[config.mk]
export PLATFORM = sky130hd
export DESIGN_NAME = mcop_dims
export DESIGN_NICKNAME = d
export VERILOG_FILES = /design/src/rtl/mcop_dims.sv
export SDC_FILE = /design/constraint.sdc
export NUM_CORES = 1
export LEC_CHECK = 0
export BUFFER_PORTS_ARGS = -buffer_cell sky130_fd_sc_hd__buf_2
export CAP_MARGIN = 5
export CORE_MARGIN = 2
export CORE_UTILIZATION = 52
export DETAILED_ROUTE_END_ITERATION = 8
export PLACE_DENSITY = 0.74
export SLEW_MARGIN = 10
export SYNTH_ARGS = -nofsm -noshare
export SYNTH_HDL_FRONTEND = slang
export SYNTH_SLANG_ARGS = --single-unit
[constraint.sdc]
create_clock -name aclk -period 6.2 [get_ports aclk]
set_clock_uncertainty 0.2 [all_clocks]
set_input_delay 0.62 -clock aclk [delete_from_list [all_inputs] [get_ports aclk]]
set_output_delay 0.62 -clock aclk [all_outputs]
set_load 0.1 [all_outputs]
[src/rtl/mcop_dims.sv]
module mcop_dims #(
    parameter int DIM_W = 16,
    parameter int AW    = 5,
    parameter int DEPTH = 17
) (
    input  logic             aclk,
    input  logic             we,
    input  logic [AW-1:0]    waddr,
    input  logic [DIM_W-1:0] wdata,
    input  logic [AW-1:0]    raddr,
    output logic [DIM_W-1:0] rdata
);

    logic [DIM_W-1:0] mem [DEPTH];

    always_ff @(posedge aclk) begin
        if (we) begin
            mem[waddr] <= wdata;
        end
        rdata <= mem[raddr];
    end

endmodule

==> flow_summary.toml <==
[global_route]
first_global_vias = 5280
grt_max_degree = 65
grt_usage = 0.204
grt_pass1_wl_mm = 32.7
grt_antenna_before_repair = 1
gr-total-overflow = 0

[setup_path]
cp_slowest_stage_delay_ns = 0.72
cp.required_ns = 6.39
cp_top_family = "buffers and inverters"
cp_max_fo = 34
worst-path-buf-inv = 1
endpoint_kind = "flop"
slowest_stage = "buf_2"
crit_chain = "buf_2 > nand2b_1 > o22ai_1 > a221oi_2"
critPathLaunchType = "input port"
worst_ep_arrival_time_ns = 2.65
crit_type = "in2reg"

[yosys]
yosysUniqueCellTypes = 27
synth_commonest_cells = "edfxtp_1, mux4_2, nor2_1"
synthSimpleGateAreaFrac = 0.0200
async_reset_ff_frac = 0
syn_nets = 502
synth.most_common_cell = "edfxtp_1"
synth.area.mux_share = 0.148
synth_top_family_by_area = "multiplexers"
synthAdderAreaFrac = 0
avgSynthCellArea_um2 = 22.9
synthCells = 474
ys.flop_type = "edfxtp_1"
synth_area_mm2 = 0.0109
post-synth-top-area-cell = "edfxtp_1"
synth-seq-area-share = 0.781
synth_top_area_frac = 0.751
synth_xor_area_frac = 0
ys_warn_count = 0
synth_compound_area_frac = 0.0302
yosys_register_bits = 288
synthTopCellsByArea = "edfxtp_1, mux4_2, dfxtp_1"
synth_edf_count = 272

[sta]
fin_crit_sh = 0.396
setup-violations-final = 0
fin_crit_ns = 2.46
rsz0062_at_grt = "false"
hold_slack_ns = 0.275
tns_ns = 0
slew_violations = 0
relSlewSlack = 0.173
fmax_mhz = 407
max_slew.worst_pin.slew_ns = 1.24
hold_viol_final = 0

[placed_design]
gp_routability_congestion = 0.758
dp_hpwl_mm = 12.5
post-place-cells = 779
io_buffers = 43

[floorplanning]
die_area_mm2 = 0.0221
row_count = 52
io_pins = 44
fp.dieW_um = 149
chipHeight_um = 149
start_util = 0.534
coreArea_mm2 = 0.0204

[clocking]
clk_pin_slew_worst_paths_ns = 0.06
htree_levels = 1
hold_buffers = 0
clk_latency_ns = 0.52
postCtsResizedCells = 0
cts_sinks = 288
cts_tree = "built"
clock-root-buffer = "clkbuf_16"
post_cts_buffers = 0
cts_buffers = 28
clockBufferDepth = 3

[worst_hold_path]
hold_class = "in2reg"

[power_and_ir_drop]
pwr_density_cell_mw_per_mm2 = 341
p_leak_nw = 4.01
power_w = 0.00422
max-vdd-ir-drop_v = 0.000362

[run_status]
status = "complete, no violations"

[route]
drtPass1Iterations = 5
via_count = 5101
routed_via_density = 6.14
wire_per_inst_um = 26.5
drt_iter0_drc = 543
wl_mm = 22.0
drc_errors = 0
ant_nets = 0

[cells_and_area]
layout.cells.non_filler = 831
post-route-util = 0.608
drive_gt1_frac = 0.338
nNetsFinal = 567
syn_to_final_growth_pct = 13.8

[run]
max_cap_viol_count = 0
## where the power goes
| part | total [W] | internal (W) | switching (W) |
|---|---|---|---|
| Combinational | 0.000250 | 0.0000759 | 0.000174 |
| Clock | 0.00180 | 0.00114 | 0.000665 |
| Sequential | 0.00217 | 0.00216 | 0.0000106 |
## placed cells by master, fill, tap and decap left out
| master | count |
|---|---|
| a221oi_1 | 2 |
| a221oi_2 | 14 |
| and4_1 | 1 |
| buf_2 | 41 |
| buf_4 | 19 |
| bufinv_16 | 6 |
| clkbuf_1 | 8 |
| clkbuf_16 | 29 |
| clkbuf_8 | 3 |
| clkinv_1 | 3 |
| clkinv_2 | 2 |
| dfxtp_1 | 16 |
| diode_2 | 1 |
| edfxtp_1 | 272 |
| inv_1 | 1 |
| mux2i_1 | 16 |
| mux4_1 | 3 |
| mux4_2 | 61 |
| nand2_1 | 4 |
| nand2b_1 | 3 |
| nand3_1 | 1 |
| nand3b_1 | 2 |
| nor2_1 | 22 |
| nor2_2 | 9 |
| nor2b_1 | 1 |
| nor2b_2 | 1 |
| nor3_2 | 1 |
| nor3b_2 | 2 |
| o22ai_1 | 16 |
| or2_2 | 1 |
## through the flow
step	setup WS (ns)	area, um^2
2_1_floorplan	3.31	10900
3_3_place_gp	3.30	11400
3_5_place_dp	3.21	11400
4_1_cts	3.73	12400
5_1_grt	3.67	12400
6_report	3.74	12400
## cell type report
class                           count  area, um^2
Sequential cell                   288        8490
Fill cell                        1357        7990
Multi-Input combinational cell    160        2200
Clock buffer                       40         797
Timing Repair Buffer               60         348
Tap cell                          270         338
Clock inverter                     11         201
Inverter                            1        3.75
Antenna cell                        1        2.50
## final timing paths
check | start | end | slack (ns) | cells past startpoint
min | wdata[2] | mem[7][2]$_DFFE_PP_ | 0.28 | 1
max | raddr[3] | rdata[14]$_DFF_P_ | 3.74 | 4
max reg2reg | mem[9][4]$_DFFE_PP_ | rdata[4]$_DFF_P_ | 4.62 | 3
min reg2reg | mem[16][0]$_DFFE_PP_ | rdata[0]$_DFF_P_ | 0.35 | 2
## cell families after synthesis
kind of cell	count (synthesis)
flops	288
buf+inv	26
compound gates	32
mux	80
simple gates	48
## state kept, by name, indices dropped and copies added (netlist names)
| register | cells |
|---|---|
| mem | 272 |
| rdata | 16 |
## routing by layer
metal,vias up,share of wire,wire [um],GRT usage
met3,43,0.077,1700,0.0337
met1,2694,0.40,8720,0.288
li1,2137,-,-,-
met4,0,0.024,536,0.0576
met2,227,0.50,11100,0.336
met5,-,0,0,0
Note: power is estimated with default switching activity, not from simulation.
